<file path="src/rtl/assert_macros.svh">
// Assertion macros shared by the access unit gate RTL.
`ifndef ASSERT_MACROS_SVH
`define ASSERT_MACROS_SVH

// Same-cycle implication, checked on every rising clock edge out of reset.
`define VAUG_ASSERT_IMPLY(lbl, ante, cons) \
  lbl: assert property (@(posedge clk_i) disable iff (!rst_ni) (ante) |-> (cons)) \
    else $error("vaug: same-cycle check failed");

// Next-cycle implication, checked on every rising clock edge out of reset.
`define VAUG_ASSERT_NEXT(lbl, ante, cons) \
  lbl: assert property (@(posedge clk_i) disable iff (!rst_ni) (ante) |=> (cons)) \
    else $error("vaug: next-cycle check failed");

`endif

</file>
<file path="src/rtl/vaug_pkg.sv">
// Types, constants and hash helpers shared by the access unit gate modules.
package vaug_pkg;

  typedef enum logic {
    CMD_BYTE = 1'b0,
    CMD_LOSS = 1'b1
  } cmd_e;

  typedef enum logic [1:0] {
    VERD_ACCEPT = 2'd0,
    VERD_DROP   = 2'd1,
    VERD_CHANGE = 2'd2
  } verdict_e;

  // Codec as it arrives on the input.
  localparam logic [1:0] CODEC_IN_H265 = 2'd1;

  // Codec as it is stored: zero means none seen yet.
  localparam logic [1:0] SC_NONE = 2'd0;
  localparam logic [1:0] SC_H265 = 2'd2;

  // NAL unit type codes.
  localparam logic [5:0] H264_IDR     = 6'd5;
  localparam logic [5:0] H264_SPS     = 6'd7;
  localparam logic [5:0] H264_PPS     = 6'd8;
  localparam logic [5:0] H265_IDR_W   = 6'd19;
  localparam logic [5:0] H265_IDR_N   = 6'd20;
  localparam logic [5:0] H265_CRA     = 6'd21;
  localparam logic [5:0] H265_VCL_MAX = 6'd31;
  localparam logic [5:0] H265_VPS     = 6'd32;
  localparam logic [5:0] H265_SPS     = 6'd33;
  localparam logic [5:0] H265_PPS     = 6'd34;

  // Parameter set slots.
  localparam logic [1:0] PRM_VPS = 2'd0;
  localparam logic [1:0] PRM_SPS = 2'd1;
  localparam logic [1:0] PRM_PPS = 2'd2;

  // FNV-1a constants and their powers, all modulo 2**32.
  localparam logic [31:0] FNV_BASIS = 32'd2166136261;
  localparam logic [31:0] FNV_PRIME = 32'd16777619;
  localparam logic [31:0] FNV_P2    = FNV_PRIME * FNV_PRIME;
  localparam logic [31:0] FNV_P3    = FNV_P2 * FNV_PRIME;
  localparam logic [31:0] FNV_P4    = FNV_P3 * FNV_PRIME;
  localparam logic [31:0] FNV_BP1   = FNV_BASIS * FNV_PRIME;
  localparam logic [31:0] FNV_BP2   = FNV_BASIS * FNV_P2;
  localparam logic [31:0] FNV_BP3   = FNV_BASIS * FNV_P3;

  // One queued operation: the work the back end does for one accepted beat.
  // The hash is kept one multiply behind: hash = u * prime.
  typedef struct packed {
    logic       loss;     // loss event
    logic       clr;      // codec switch clears the gate first
    logic       nal_open; // start code: hash restarts after this beat
    logic [2:0] cnt;      // bytes committed to the hash (zeros, then val)
    logic [7:0] val;      // value of the last committed byte
    logic       fin;      // a parameter set NAL ends and is stored
    logic       fin_pre;  // it ends before this beat's commits
    logic [1:0] fin_idx;  // parameter set slot
    logic       decide;   // last byte of the unit: give a verdict
    logic       err;
    logic       vcl;
    logic       idr;
    logic [2:0] prm;
    logic       disc;
  } op_t;

  // prime ** n for n up to four.
  function automatic logic [31:0] fnv_pow(input logic [2:0] n);
    logic [31:0] r;
    case (n)
      3'd1:    r = FNV_PRIME;
      3'd2:    r = FNV_P2;
      3'd3:    r = FNV_P3;
      3'd4:    r = FNV_P4;
      default: r = 32'd1;
    endcase
    return r;
  endfunction

  // basis * prime ** (n - 1) for n from one to four.
  function automatic logic [31:0] fnv_basis_pow(input logic [2:0] n);
    logic [31:0] r;
    case (n)
      3'd2:    r = FNV_BP1;
      3'd3:    r = FNV_BP2;
      3'd4:    r = FNV_BP3;
      default: r = FNV_BASIS;
    endcase
    return r;
  endfunction

endpackage

</file>
<file path="src/rtl/vaug_front.sv">
// Front end: start code search, NAL header classification and unit flags.
module vaug_front (
  input  logic            clk_i,
  input  logic            rst_ni,
  input  logic            accept_i,
  input  logic            command_i,
  input  logic [7:0]      data_byte_i,
  input  logic [1:0]      codec_kind_i,
  input  logic            discontinuity_i,
  input  logic            last_byte_i,
  output vaug_pkg::op_t   op_o
);
  import vaug_pkg::*;

  typedef struct packed {
    logic       err;
    logic       vcl;
    logic       idr;
    logic       store;
    logic [1:0] idx;
  } fin_t;

  // Classifies a NAL unit that has just ended.
  function automatic fin_t nal_finish(input logic [5:0] k, input logic [1:0] len,
                                      input logic h5);
    fin_t r;
    logic is_idr;
    r = '0;
    is_idr = h5 ? (k == H265_IDR_W || k == H265_IDR_N || k == H265_CRA) : (k == H264_IDR);
    if (len == 2'd0) begin
      r.err = 1'b1;
    end else if (is_idr) begin
      if (len < (h5 ? 2'd3 : 2'd2)) begin
        r.err = 1'b1;
      end else begin
        r.vcl = 1'b1;
        r.idr = 1'b1;
      end
    end else if (h5 ? (k <= H265_VCL_MAX) : (k >= 6'd1 && k <= H264_IDR)) begin
      r.vcl = 1'b1;
    end else if (h5 && k == H265_VPS) begin
      r.store = 1'b1;
      r.idx   = PRM_VPS;
    end else if (h5 ? (k == H265_SPS) : (k == H264_SPS)) begin
      r.store = 1'b1;
      r.idx   = PRM_SPS;
    end else if (h5 ? (k == H265_PPS) : (k == H264_PPS)) begin
      r.store = 1'b1;
      r.idx   = PRM_PPS;
    end
    return r;
  endfunction

  logic       in_unit_q, in_unit_d;
  logic [1:0] codec_q, codec_d;
  logic       started_q, started_d;
  logic       error_q, error_d;
  logic       vcl_q, vcl_d;
  logic       idr_q, idr_d;
  logic [2:0] prm_q, prm_d;
  logic [1:0] zrun_q, zrun_d;
  logic [1:0] nlen_q, nlen_d;
  logic [5:0] nkind_q, nkind_d;

  // Walk one beat through the parser and build its back end operation.
  always_comb begin
    op_t        op;
    fin_t       fr;
    logic       h5;
    logic       sc;
    logic       hb;
    logic [2:0] nz;
    logic [2:0] nc;
    logic [3:0] lsum;
    op        = '0;
    fr        = '0;
    h5        = 1'b0;
    sc        = 1'b0;
    hb        = 1'b0;
    nz        = '0;
    nc        = '0;
    lsum      = '0;
    in_unit_d = in_unit_q;
    codec_d   = codec_q;
    started_d = started_q;
    error_d   = error_q;
    vcl_d     = vcl_q;
    idr_d     = idr_q;
    prm_d     = prm_q;
    zrun_d    = zrun_q;
    nlen_d    = nlen_q;
    nkind_d   = nkind_q;
    if (command_i == CMD_LOSS) begin
      op.loss = 1'b1;
    end else begin
      // First byte of a unit: clear the unit state and sample the codec.
      if (!in_unit_q) begin
        started_d = 1'b0;
        error_d   = 1'b0;
        vcl_d     = 1'b0;
        idr_d     = 1'b0;
        prm_d     = '0;
        zrun_d    = '0;
        nlen_d    = '0;
        nkind_d   = '0;
        if (codec_kind_i > CODEC_IN_H265) begin
          error_d = 1'b1;
        end else begin
          op.clr  = (codec_q != SC_NONE) && (codec_q != codec_kind_i + 2'd1);
          codec_d = codec_kind_i + 2'd1;
        end
      end
      h5 = (codec_d == SC_H265);

      // Zero run and start code detection.
      if (!error_d) begin
        if (data_byte_i == 8'h00) begin
          if (zrun_d != 2'd3) begin
            zrun_d = zrun_d + 2'd1;
          end else begin
            nz = 3'd1;
          end
        end else if (data_byte_i == 8'h01 && zrun_d >= 2'd2) begin
          sc = 1'b1;
        end else begin
          nz     = {1'b0, zrun_d};
          hb     = 1'b1;
          zrun_d = '0;
        end
      end

      // A start code ends the NAL in progress and opens a new one.
      if (sc) begin
        if (started_d && !error_d) begin
          fr      = nal_finish(nkind_d, nlen_d, h5);
          error_d = error_d | fr.err;
          vcl_d   = vcl_d | fr.vcl;
          idr_d   = idr_d | fr.idr;
          if (fr.store) begin
            op.fin          = 1'b1;
            op.fin_pre      = 1'b1;
            op.fin_idx      = fr.idx;
            prm_d[fr.idx]   = 1'b1;
          end
        end
        started_d   = 1'b1;
        nlen_d      = '0;
        nkind_d     = '0;
        zrun_d      = '0;
        op.nal_open = 1'b1;
      end

      // Bytes only count inside a NAL of a healthy unit.
      if (!(started_d && !error_d)) begin
        nz = '0;
        hb = 1'b0;
      end

      // The last byte flushes pending zeros, or finds no start code at all.
      if (last_byte_i && !error_d) begin
        if (!started_d) begin
          error_d = 1'b1;
        end else begin
          nz = nz + {1'b0, zrun_d};
        end
      end

      // Length and type of the current NAL follow the committed bytes.
      nc = nz + {2'b00, hb};
      if (nc != 3'd0) begin
        if (nlen_d == 2'd0) begin
          if (nz != 3'd0) begin
            nkind_d = '0;
          end else begin
            nkind_d = h5 ? data_byte_i[6:1] : {1'b0, data_byte_i[4:0]};
          end
        end
        lsum   = {2'b00, nlen_d} + {1'b0, nc};
        nlen_d = (lsum >= 4'd3) ? 2'd3 : lsum[1:0];
      end

      // End of the unit closes the last NAL.
      if (last_byte_i && !error_d) begin
        fr      = nal_finish(nkind_d, nlen_d, h5);
        error_d = error_d | fr.err;
        vcl_d   = vcl_d | fr.vcl;
        idr_d   = idr_d | fr.idr;
        if (fr.store) begin
          op.fin        = 1'b1;
          op.fin_idx    = fr.idx;
          prm_d[fr.idx] = 1'b1;
        end
      end

      op.cnt    = nc;
      op.val    = hb ? data_byte_i : 8'h00;
      op.decide = last_byte_i;
      op.err    = error_d;
      op.vcl    = vcl_d;
      op.idr    = idr_d;
      op.prm    = prm_d;
      op.disc   = discontinuity_i;
      if (last_byte_i) begin
        in_unit_d = 1'b0;
        zrun_d    = '0;
      end else begin
        in_unit_d = 1'b1;
      end
    end
    op_o = op;
  end

  // Parser state advances on each accepted beat.
  always_ff @(posedge clk_i or negedge rst_ni) begin
    if (!rst_ni) begin
      in_unit_q <= 1'b0;
      codec_q   <= SC_NONE;
      started_q <= 1'b0;
      error_q   <= 1'b0;
      vcl_q     <= 1'b0;
      idr_q     <= 1'b0;
      prm_q     <= '0;
      zrun_q    <= '0;
      nlen_q    <= '0;
      nkind_q   <= '0;
    end else if (accept_i) begin
      in_unit_q <= in_unit_d;
      codec_q   <= codec_d;
      started_q <= started_d;
      error_q   <= error_d;
      vcl_q     <= vcl_d;
      idr_q     <= idr_d;
      prm_q     <= prm_d;
      zrun_q    <= zrun_d;
      nlen_q    <= nlen_d;
      nkind_q   <= nkind_d;
    end
  end

endmodule

</file>
<file path="src/rtl/vaug_fifo.sv">
// Operation queue between the front end and the back end.
module vaug_fifo #(
  parameter int Depth = 4
) (
  input  logic          clk_i,
  input  logic          rst_ni,
  input  logic          push_i,
  input  vaug_pkg::op_t wdata_i,
  input  logic          pop_i,
  output vaug_pkg::op_t rdata_o,
  output logic          full_o,
  output logic          empty_o
);
  import vaug_pkg::*;

  localparam int AW = (Depth > 1) ? $clog2(Depth) : 1;
  localparam int CW = $clog2(Depth + 1);

  op_t           mem_q [Depth];
  logic [AW-1:0] wr_ptr_q, rd_ptr_q;
  logic [CW-1:0] cnt_q;

  assign full_o  = (cnt_q == CW'(Depth));
  assign empty_o = (cnt_q == '0);
  assign rdata_o = mem_q[rd_ptr_q];

  // Entry storage.
  always_ff @(posedge clk_i) begin
    if (push_i) begin
      mem_q[wr_ptr_q] <= wdata_i;
    end
  end

  // Pointers and fill count.
  always_ff @(posedge clk_i or negedge rst_ni) begin
    if (!rst_ni) begin
      wr_ptr_q <= '0;
      rd_ptr_q <= '0;
      cnt_q    <= '0;
    end else begin
      if (push_i) begin
        wr_ptr_q <= (wr_ptr_q == AW'(Depth - 1)) ? '0 : wr_ptr_q + 1'b1;
      end
      if (pop_i) begin
        rd_ptr_q <= (rd_ptr_q == AW'(Depth - 1)) ? '0 : rd_ptr_q + 1'b1;
      end
      cnt_q <= cnt_q + CW'(push_i) - CW'(pop_i);
    end
  end

endmodule

</file>
<file path="src/rtl/vaug_back.sv">
// Back end: parameter set hashing, gate flags and the verdict register.
module vaug_back (
  input  logic          clk_i,
  input  logic          rst_ni,
  input  logic          q_empty_i,
  input  vaug_pkg::op_t q_op_i,
  output logic          q_pop_o,
  output logic          out_valid_o,
  input  logic          out_stall_i,
  output logic [1:0]    verdict_o
);
  import vaug_pkg::*;

  logic        en;
  logic [31:0] u_q, u_d;
  logic        empty_q, empty_d;
  logic [31:0] prod;
  logic [31:0] hnew;
  logic        b1_valid_q;
  op_t         b1_op_q;
  logic [31:0] b1_hash_q;
  logic        wait_q, wait_d;
  logic        chg_q, chg_d;
  logic        init_q, init_d;
  logic [2:0]  seen_q, seen_d;
  logic [31:0] ph_q [3];
  logic [31:0] ph_d [3];
  logic [31:0] uph_q [3];
  logic [31:0] uph_d [3];
  logic        out_valid_q, out_valid_d;
  verdict_e    verdict_q, verdict_d;

  // The whole back end moves unless a verdict waits on a stalled output.
  assign en      = !(out_valid_q && out_stall_i);
  assign q_pop_o = en && !q_empty_i;

  // Hash stage: fold the committed bytes in with one constant multiply.
  assign prod = u_q * fnv_pow(q_op_i.cnt);
  always_comb begin
    if (q_op_i.cnt == 3'd0) begin
      hnew = u_q;
    end else begin
      hnew = (empty_q ? fnv_basis_pow(q_op_i.cnt) : prod) ^ {24'h000000, q_op_i.val};
    end
    u_d     = u_q;
    empty_d = empty_q;
    if (q_op_i.nal_open) begin
      empty_d = 1'b1;
    end else if (q_op_i.cnt != 3'd0) begin
      u_d     = hnew;
      empty_d = 1'b0;
    end
  end

  always_ff @(posedge clk_i or negedge rst_ni) begin
    if (!rst_ni) begin
      empty_q    <= 1'b1;
      b1_valid_q <= 1'b0;
    end else if (en) begin
      b1_valid_q <= q_pop_o;
      if (q_pop_o) begin
        empty_q <= empty_d;
      end
    end
  end

  always_ff @(posedge clk_i) begin
    if (q_pop_o) begin
      u_q       <= u_d;
      b1_op_q   <= q_op_i;
      b1_hash_q <= q_op_i.fin_pre ? u_q : hnew;
    end
  end

  // Gate stage: store parameter hashes, update the flags, give the verdict.
  always_comb begin
    logic [31:0] uph_eff [3];
    logic        fc;
    wait_d      = wait_q;
    chg_d       = chg_q;
    init_d      = init_q;
    seen_d      = seen_q;
    ph_d        = ph_q;
    uph_d       = uph_q;
    out_valid_d = out_valid_q;
    verdict_d   = verdict_q;
    fc          = 1'b0;
    for (int i = 0; i < 3; i++) begin
      uph_eff[i] = (b1_op_q.fin && b1_op_q.fin_idx == 2'(i)) ? b1_hash_q : uph_q[i];
    end
    if (en) begin
      out_valid_d = 1'b0;
      if (b1_valid_q) begin
        uph_d = uph_eff;
        if (b1_op_q.clr) begin
          wait_d = 1'b0;
          chg_d  = 1'b0;
          init_d = 1'b0;
          seen_d = '0;
        end
        if (b1_op_q.loss) begin
          wait_d = 1'b1;
          chg_d  = 1'b1;
        end
        if (b1_op_q.decide) begin
          out_valid_d = 1'b1;
          if (b1_op_q.err) begin
            wait_d    = 1'b1;
            verdict_d = VERD_DROP;
          end else begin
            if (b1_op_q.disc) begin
              wait_d = 1'b1;
            end
            if (!b1_op_q.vcl && b1_op_q.prm == 3'b000) begin
              wait_d    = 1'b1;
              verdict_d = VERD_DROP;
            end else begin
              // A changed parameter set against one seen before is a format change.
              for (int i = 0; i < 3; i++) begin
                if (init_d && b1_op_q.prm[i] && seen_d[i] && uph_eff[i] != ph_q[i]) begin
                  fc = 1'b1;
                end
                if (b1_op_q.prm[i]) begin
                  ph_d[i] = uph_eff[i];
                end
              end
              seen_d = seen_d | b1_op_q.prm;
              if (fc) begin
                wait_d    = !b1_op_q.idr;
                chg_d     = !b1_op_q.idr;
                if (b1_op_q.idr) begin
                  init_d = 1'b1;
                end
                verdict_d = VERD_CHANGE;
              end else if (b1_op_q.idr) begin
                wait_d = 1'b0;
                init_d = 1'b1;
                if (chg_d) begin
                  chg_d     = 1'b0;
                  verdict_d = VERD_CHANGE;
                end else begin
                  verdict_d = VERD_ACCEPT;
                end
              end else if (wait_d || (b1_op_q.vcl && !init_d)) begin
                verdict_d = VERD_DROP;
              end else begin
                verdict_d = VERD_ACCEPT;
              end
            end
          end
        end
      end
    end
  end

  always_ff @(posedge clk_i or negedge rst_ni) begin
    if (!rst_ni) begin
      wait_q      <= 1'b0;
      chg_q       <= 1'b0;
      init_q      <= 1'b0;
      seen_q      <= '0;
      out_valid_q <= 1'b0;
    end else begin
      wait_q      <= wait_d;
      chg_q       <= chg_d;
      init_q      <= init_d;
      seen_q      <= seen_d;
      out_valid_q <= out_valid_d;
    end
  end

  always_ff @(posedge clk_i) begin
    ph_q      <= ph_d;
    uph_q     <= uph_d;
    verdict_q <= verdict_d;
  end

  assign out_valid_o = out_valid_q;
  assign verdict_o   = verdict_q;

endmodule

</file>
<file path="src/rtl/video_access_unit_gate.sv">
// Top level of the Annex B access unit gate.
//
//   channel | direction | beat                                   | handshake
//   --------+-----------+----------------------------------------+---------------------
//   in      | input     | command, data_byte, codec_kind, disc,  | in_valid_i/in_stall_o
//           |           | last_byte                              |
//   out     | output    | verdict                                | out_valid_o/out_stall_i
//
// One beat is taken every cycle while in_stall_o is low; the front end parses it in the accept cycle.
// The operation queue holds QueueDepth beats, so in_stall_o rises only when it is full.
// The back end registers the hash multiply result and then the gate flags and verdict,
// so a verdict leaves once its last byte has left the queue and passed through both.
// A verdict held on a stalled output freezes the back end; reset empties everything.
`include "assert_macros.svh"

module video_access_unit_gate #(
  parameter int QueueDepth = 4
) (
  input  logic       clk_i,
  input  logic       rst_ni,
  input  logic       in_valid_i,
  output logic       in_stall_o,
  input  logic       command_i,
  input  logic [7:0] data_byte_i,
  input  logic [1:0] codec_kind_i,
  input  logic       discontinuity_i,
  input  logic       last_byte_i,
  output logic       out_valid_o,
  input  logic       out_stall_i,
  output logic [1:0] verdict_o
);
  import vaug_pkg::*;

  logic q_push;
  logic q_pop;
  logic q_full;
  logic q_empty;
  op_t  q_wdata;
  op_t  q_rdata;

  assign in_stall_o = q_full;
  assign q_push     = in_valid_i && !q_full;

  // Parser.
  vaug_front u_front (
    .clk_i           (clk_i),
    .rst_ni          (rst_ni),
    .accept_i        (q_push),
    .command_i       (command_i),
    .data_byte_i     (data_byte_i),
    .codec_kind_i    (codec_kind_i),
    .discontinuity_i (discontinuity_i),
    .last_byte_i     (last_byte_i),
    .op_o            (q_wdata)
  );

  // Decoupling queue.
  vaug_fifo #(
    .Depth (QueueDepth)
  ) u_fifo (
    .clk_i   (clk_i),
    .rst_ni  (rst_ni),
    .push_i  (q_push),
    .wdata_i (q_wdata),
    .pop_i   (q_pop),
    .rdata_o (q_rdata),
    .full_o  (q_full),
    .empty_o (q_empty)
  );

  // Hash and gate logic.
  vaug_back u_back (
    .clk_i       (clk_i),
    .rst_ni      (rst_ni),
    .q_empty_i   (q_empty),
    .q_op_i      (q_rdata),
    .q_pop_o     (q_pop),
    .out_valid_o (out_valid_o),
    .out_stall_i (out_stall_i),
    .verdict_o   (verdict_o)
  );

  // The queue never takes a beat while it is full.
  `VAUG_ASSERT_IMPLY(a_no_push_full, q_full, !q_push)
  // A last byte always asks the back end for a verdict.
  `VAUG_ASSERT_IMPLY(a_last_decides, q_push && !q_wdata.loss && last_byte_i, q_wdata.decide)
  // A loss event never produces a verdict.
  `VAUG_ASSERT_IMPLY(a_loss_silent, q_push && q_wdata.loss, !q_wdata.decide)
  // Only the three defined verdicts leave the block.
  `VAUG_ASSERT_IMPLY(a_verdict_code, out_valid_o, verdict_o <= VERD_CHANGE)

endmodule
</file>
<file path="config.mk">
export PLATFORM = sky130hd
export DESIGN_NAME = video_access_unit_gate
export DESIGN_NICKNAME = d
export VERILOG_FILES = /design/src/rtl/vaug_pkg.sv /design/src/rtl/vaug_front.sv /design/src/rtl/vaug_fifo.sv /design/src/rtl/vaug_back.sv /design/src/rtl/video_access_unit_gate.sv
export VERILOG_INCLUDE_DIRS = /design/src /design/src/rtl
export SDC_FILE = /design/constraint.sdc
export NUM_CORES = 2
export LEC_CHECK = 0
export ABC_AREA = 0
export BUFFER_PORTS_ARGS = -buffer_cell sky130_fd_sc_hd__buf_4
export CELL_PAD_IN_SITES_DETAIL_PLACEMENT = 1
export CELL_PAD_IN_SITES_GLOBAL_PLACEMENT = 1
export CORE_MARGIN = 2
export CORE_UTILIZATION = 43
export DETAILED_ROUTE_END_ITERATION = 7
export PLACE_DENSITY_LB_ADDON = 0.1
export SYNTH_ARGS = -nofsm -noshare
export SYNTH_HDL_FRONTEND = slang
export SYNTH_SLANG_ARGS = --single-unit
export TNS_END_PERCENT = 100
</file>
<file path="constraint.sdc">
create_clock -name clk_i -period 9.12 [get_ports clk_i]
set_input_delay 0.456 -clock clk_i [delete_from_list [all_inputs] [get_ports clk_i]]
set_output_delay 0.456 -clock clk_i [all_outputs]
set_load 0.005 [all_outputs]
</file>
==> results <==
- The run finished with clean final reports.
- The smallest clock period supported by the final layout is computed as 8730 ps.
- Synthesis produced a netlist with a net count of between 3000 and 4000.
- Counting tap cells, the placed design contains a total of 3748 instances.
- The layout filler cell count is about 7900.
- The clock arrives with about 34 ps of skew.
- Entering global routing, the biggest net connects 76 pins.
- In the final layout, the multi-input gates occupy 18000 um^2.
- The tree built by TritonCTS fans out to a little over 400 sinks.
- The register clock-pin slew on the reported worst setup and hold paths is ~70 ps.
- The reported max-cap violation count is 0.
- The count of buffers inserted at the top-level ports is 20.
- In this run, synthesis inferred 375 flip-flops with an integrated enable.
- The starting DRC count in detailed routing is 1560.
- The path class of the tightest hold or removal check is primary input to flip-flop.
- After layout, the worst setup slack is 391 ps.
- The launching element type of the critical path is a flip-flop.
- The cell sitting at the root of the clock tree is a clkbuf_16.
- The relative max-transition margin is 0.225.
- The CTS H-tree depth is 2.
- The placeable core region is roughly 74000 um^2.
- The count of warnings emitted by yosys is 0.
- Dividing the detail-routed via count by the number of cells gives approximately 5.4.
- The path depth of the worst reg2reg path is 28.
- The number of buffers added by the clock tree synthesis step is 42.
- After the flow finishes, the layout carries non-filler instances totaling about 3800.
- The number of instances in the synthesized netlist is between 2000 and 3000.
- For the pin with the worst max-slew slack, the measured transition is about 1200 ps.
- The largest stage delay on the critical path is ~580 ps.
- The total global-route track usage is 0.268.
- The critical path is of the flip-flop to flip-flop type.
- Data arrives at the worst endpoint at about 9000 ps.
- For this run, asynchronously set or reset flops after synthesis account for 0.0876.
- The number of antenna diodes in the final layout is 0.
- The cell type of the slowest stage on the worst timing path is dfrtp_1.
- The share of synthesized area occupied by flip-flops and latches is 0.378.
- The remaining routing DRC violations is 0.
- In this run the horizontal extent of the chip is 278 um.
- The area growth from synthesis to layout is 9.73%.
- The instance count along the most critical hold path is 2.
- The via total after detailed routing is 20767.
- The total congestion overflow after global routing is 0.
- Each instance of the synthesized netlist takes up on average between 10 and 15 um^2.
- At the placement stage, the worst setup path has a slack of roughly 92 ps.
- The average wire length per cell after detail routing is roughly 26 um.
- The count of final max-slew check failures came to 0.
- Summing all flip-flop and latch instances after layout gives about 12000 um^2.
- The summed negative setup slack over all endpoints is 0 ps.
- The number of hold-slack violations in the final timing report is 0.
- The initialized floorplan defines 100 standard-cell rows.
- After detailed placement, the total cell area comes to 34000 um^2.
- The maximum fanout encountered on the critical timing path is 19.
- For this run, the leading register cell type out of synthesis is edfxtp_1.
- The later pin in the worst-skew pair is clocked with a latency of 580 ps.
- Setup repair after global routing left no endpoint under its margin.
- The first-pass detailed-route iteration total is 5.
- The endpoint kind of the worst setup timing path is a flip-flop.
- The number of top-level pins is 21.
- Counting distinct cell types in the post-synthesis netlist gives 84.
- The vertical die dimension is about 280 um.
- Counting stages on the worst path, the most repeated cell is fa_1.
- The flip-flop and latch count after synthesis is ~400.
- Setup violations remaining at the end of the flow were counted as 0.
- In this run the deepest clock path goes through 3 buffers.
- The final weighted congestion in routability-driven placement is about 0.92.
- The global-route wire length before repair is roughly 150 mm.
- The floorplan die area is 77100 um^2.
- The share of layout cells above drive strength 1 is 0.129.
- The final net count is approximately 3400.
- The cell area after layout is between 30000 and 40000 um^2.
- The initial antenna violation count is 0.
- For the worst setup path, the data required time is around 9400 ps.
- In this run the cell area of the synthesized design comes to approximately 32000 um^2.
- The number of global-route vias before repair is around 23000.
- Dividing the final minimum period by the clock period gives 0.957.
- The starting utilization of the core area is 0.433.
- The overall routed net length is ~100 mm.
- TritonCTS built the clock tree.
- Derived from the worst setup path, the maximum achievable clock frequency is 115 MHz.
- The detail route stage leaves a number of antenna-violating nets equal to 0.
- The placed wire-length estimate after detailed placement is around 81 mm.
## sequential cells by signal, summed over array words and instances (netlist names), 2 cells and up
signal and cells:
u_fifo.cnt_q 3, u_back.b1_op_q 13, u_back.uph_q 96, u_front.prm_q 3
u_front.codec_q 2, u_front.zrun_q 2, u_fifo.rd_ptr_q 2, u_fifo.mem_q 104
u_back.ph_q 96, u_back.seen_q 3, u_back.verdict_o 2, u_front.nlen_q 2
u_back.b1_hash_q 32, u_back.u_q 32, u_fifo.wr_ptr_q 2, u_front.nkind_q 6
## worst paths after layout
check | slack (ps) | startpoint | to
max | 390 | u_fifo.rd_ptr_q[1] | u_back.b1_hash_q[31]
min | 120 | codec_kind_i[0] | u_front.codec_q[0]
max reg2reg | 390 | u_fifo.rd_ptr_q[1] | u_back.b1_hash_q[31]
min reg2reg | 480 | u_back.seen_q[0] | u_back.seen_q[0]
max in group asynchronous | 8240 | rst_ni | u_fifo.rd_ptr_q[0]
min in group asynchronous | 440 | rst_ni | u_back.init_q
## worst max-delay path, delay by kind of cell, from the launching register on
| kind | cells | cell delay [ps] |
|---|---|---|
| flip-flops | 1 | 580 |
| multiplexers | 2 | 560 |
| AND/OR/NAND/NOR | 5 | 970 |
| AO/OA/AOI/OAI | 4 | 970 |
| buffers and inverters | 7 | 930 |
| XOR/XNOR | 1 | 170 |
| adder cells (fa/ha/maj) | 9 | 4260 |
## per-layer routing
metal | vias up | share of wire | global-route usage | routed length [um]
met2 | 492 | 0.45 | 0.415 | 44900
met1 | 10858 | 0.47 | 0.393 | 47100
met3 | 101 | 0.064 | 0.0570 | 6400
met4 | 0 | 0.020 | 0.0510 | 2020
met5 | - | 0 | 0 | 0
li1 | 9316 | - | - | -
## timing repair
| action | CTS | global route |
|---|---|---|
| setup buffers | 0 | 1 |
| hold buffers | 1 | 0 |
| endpoints found under the hold margin | 35 | 0 |
| setup endpoints to repair | 0 | 14 |
| resized for setup | 0 | 22 |
## metrics by stage
step                 util  hold WS (ps)
finish              0.475           122
global route        0.475           121
CTS                 0.474          91.1
detailed placement  0.457           466
global placement    0.457           461
floorplan               -           160
## layout make-up
class	instances	share of cell area
Clock buffer	53	0.0318
Clock inverter	21	0.00457
Inverter	471	0.0500
Multi-Input combinational cell	1780	0.509
Sequential cell	411	0.344
Tap cell	969	0.0343
Timing Repair Buffer	119	0.0257
## placed cells by master (no fill, tap or decap), types with 10 or more instances in the layout
| master | count |
|---|---|
| a211oi_1 | 13 |
| a21o_1 | 23 |
| a21oi_1 | 56 |
| a31oi_1 | 10 |
| and2_1 | 57 |
| buf_4 | 116 |
| clkbuf_16 | 42 |
| dfrtp_1 | 34 |
| edfxtp_1 | 375 |
| fa_1 | 357 |
| ha_1 | 184 |
| inv_1 | 471 |
| mux2_2 | 118 |
| mux2i_1 | 11 |
| mux4_2 | 26 |
| nand2_1 | 223 |
| nand2b_1 | 23 |
| nand3_1 | 20 |
| nand4_1 | 10 |
| nor2_1 | 145 |
| nor2b_1 | 19 |
| nor3_1 | 41 |
| nor4_1 | 29 |
| o21a_1 | 12 |
| o21ai_0 | 68 |
| o31ai_1 | 13 |
| xnor2_1 | 57 |
| xor2_1 | 118 |
## cells by family (layout without fill, tap and decap cells)
kind of cell | Yosys count | after routing | synth area share
adder cells (fa/ha/maj) | 541 | 541 | 0.293
buffers and inverters | 559 | 664 | 0.0657
flip-flops | 411 | 411 | 0.378
AO/OA/AOI/OAI | 279 | 279 | 0.0584
AND/OR/NAND/NOR | 627 | 627 | 0.0928
multiplexers | 156 | 156 | 0.0633
XOR/XNOR | 177 | 177 | 0.0486
## Yosys cell counts, drive strengths merged (4+ instances only)
master / n / share of area
or2: 10 / 0.0019
and3: 7 / 0.0014
mux2i: 12 / 0.0038
dfrtp: 35 / 0.027
edfxtp: 375 / 0.35
nor2: 149 / 0.017
fa: 357 / 0.22
a211oi: 13 / 0.0030
a22o: 8 / 0.0022
a31oi: 10 / 0.0019
inv: 471 / 0.055
ha: 184 / 0.072
mux2: 118 / 0.041
clkbuf: 68 / 0.0079
nand2: 226 / 0.026
nor2b: 21 / 0.0041
a21o: 23 / 0.0054
o22a: 4 / 0.0011
o31ai: 15 / 0.0037
nor4: 31 / 0.0067
and2: 59 / 0.011
o31a: 4 / 0.0011
xnor2: 58 / 0.016
a22oi: 5 / 0.0012
or4: 4 / 0.0010
nor3: 44 / 0.0072
a221oi: 4 / 0.0013
a21oi: 56 / 0.0087
nand2b: 23 / 0.0045
nor3b: 6 / 0.0014
a211o: 4 / 0.0011
o211ai: 6 / 0.0016
buf: 20 / 0.0028
o21a: 12 / 0.0028
xor2: 118 / 0.032
nand4: 11 / 0.0023
nand3: 20 / 0.0031
o21ai: 76 / 0.012
o211a: 5 / 0.0016
mux4: 26 / 0.018
or3: 5 / 0.00097
Power is left out: the tool's default activity adds up to more than one toggle a clock period on the data nets, which glitch-free logic cannot reach.
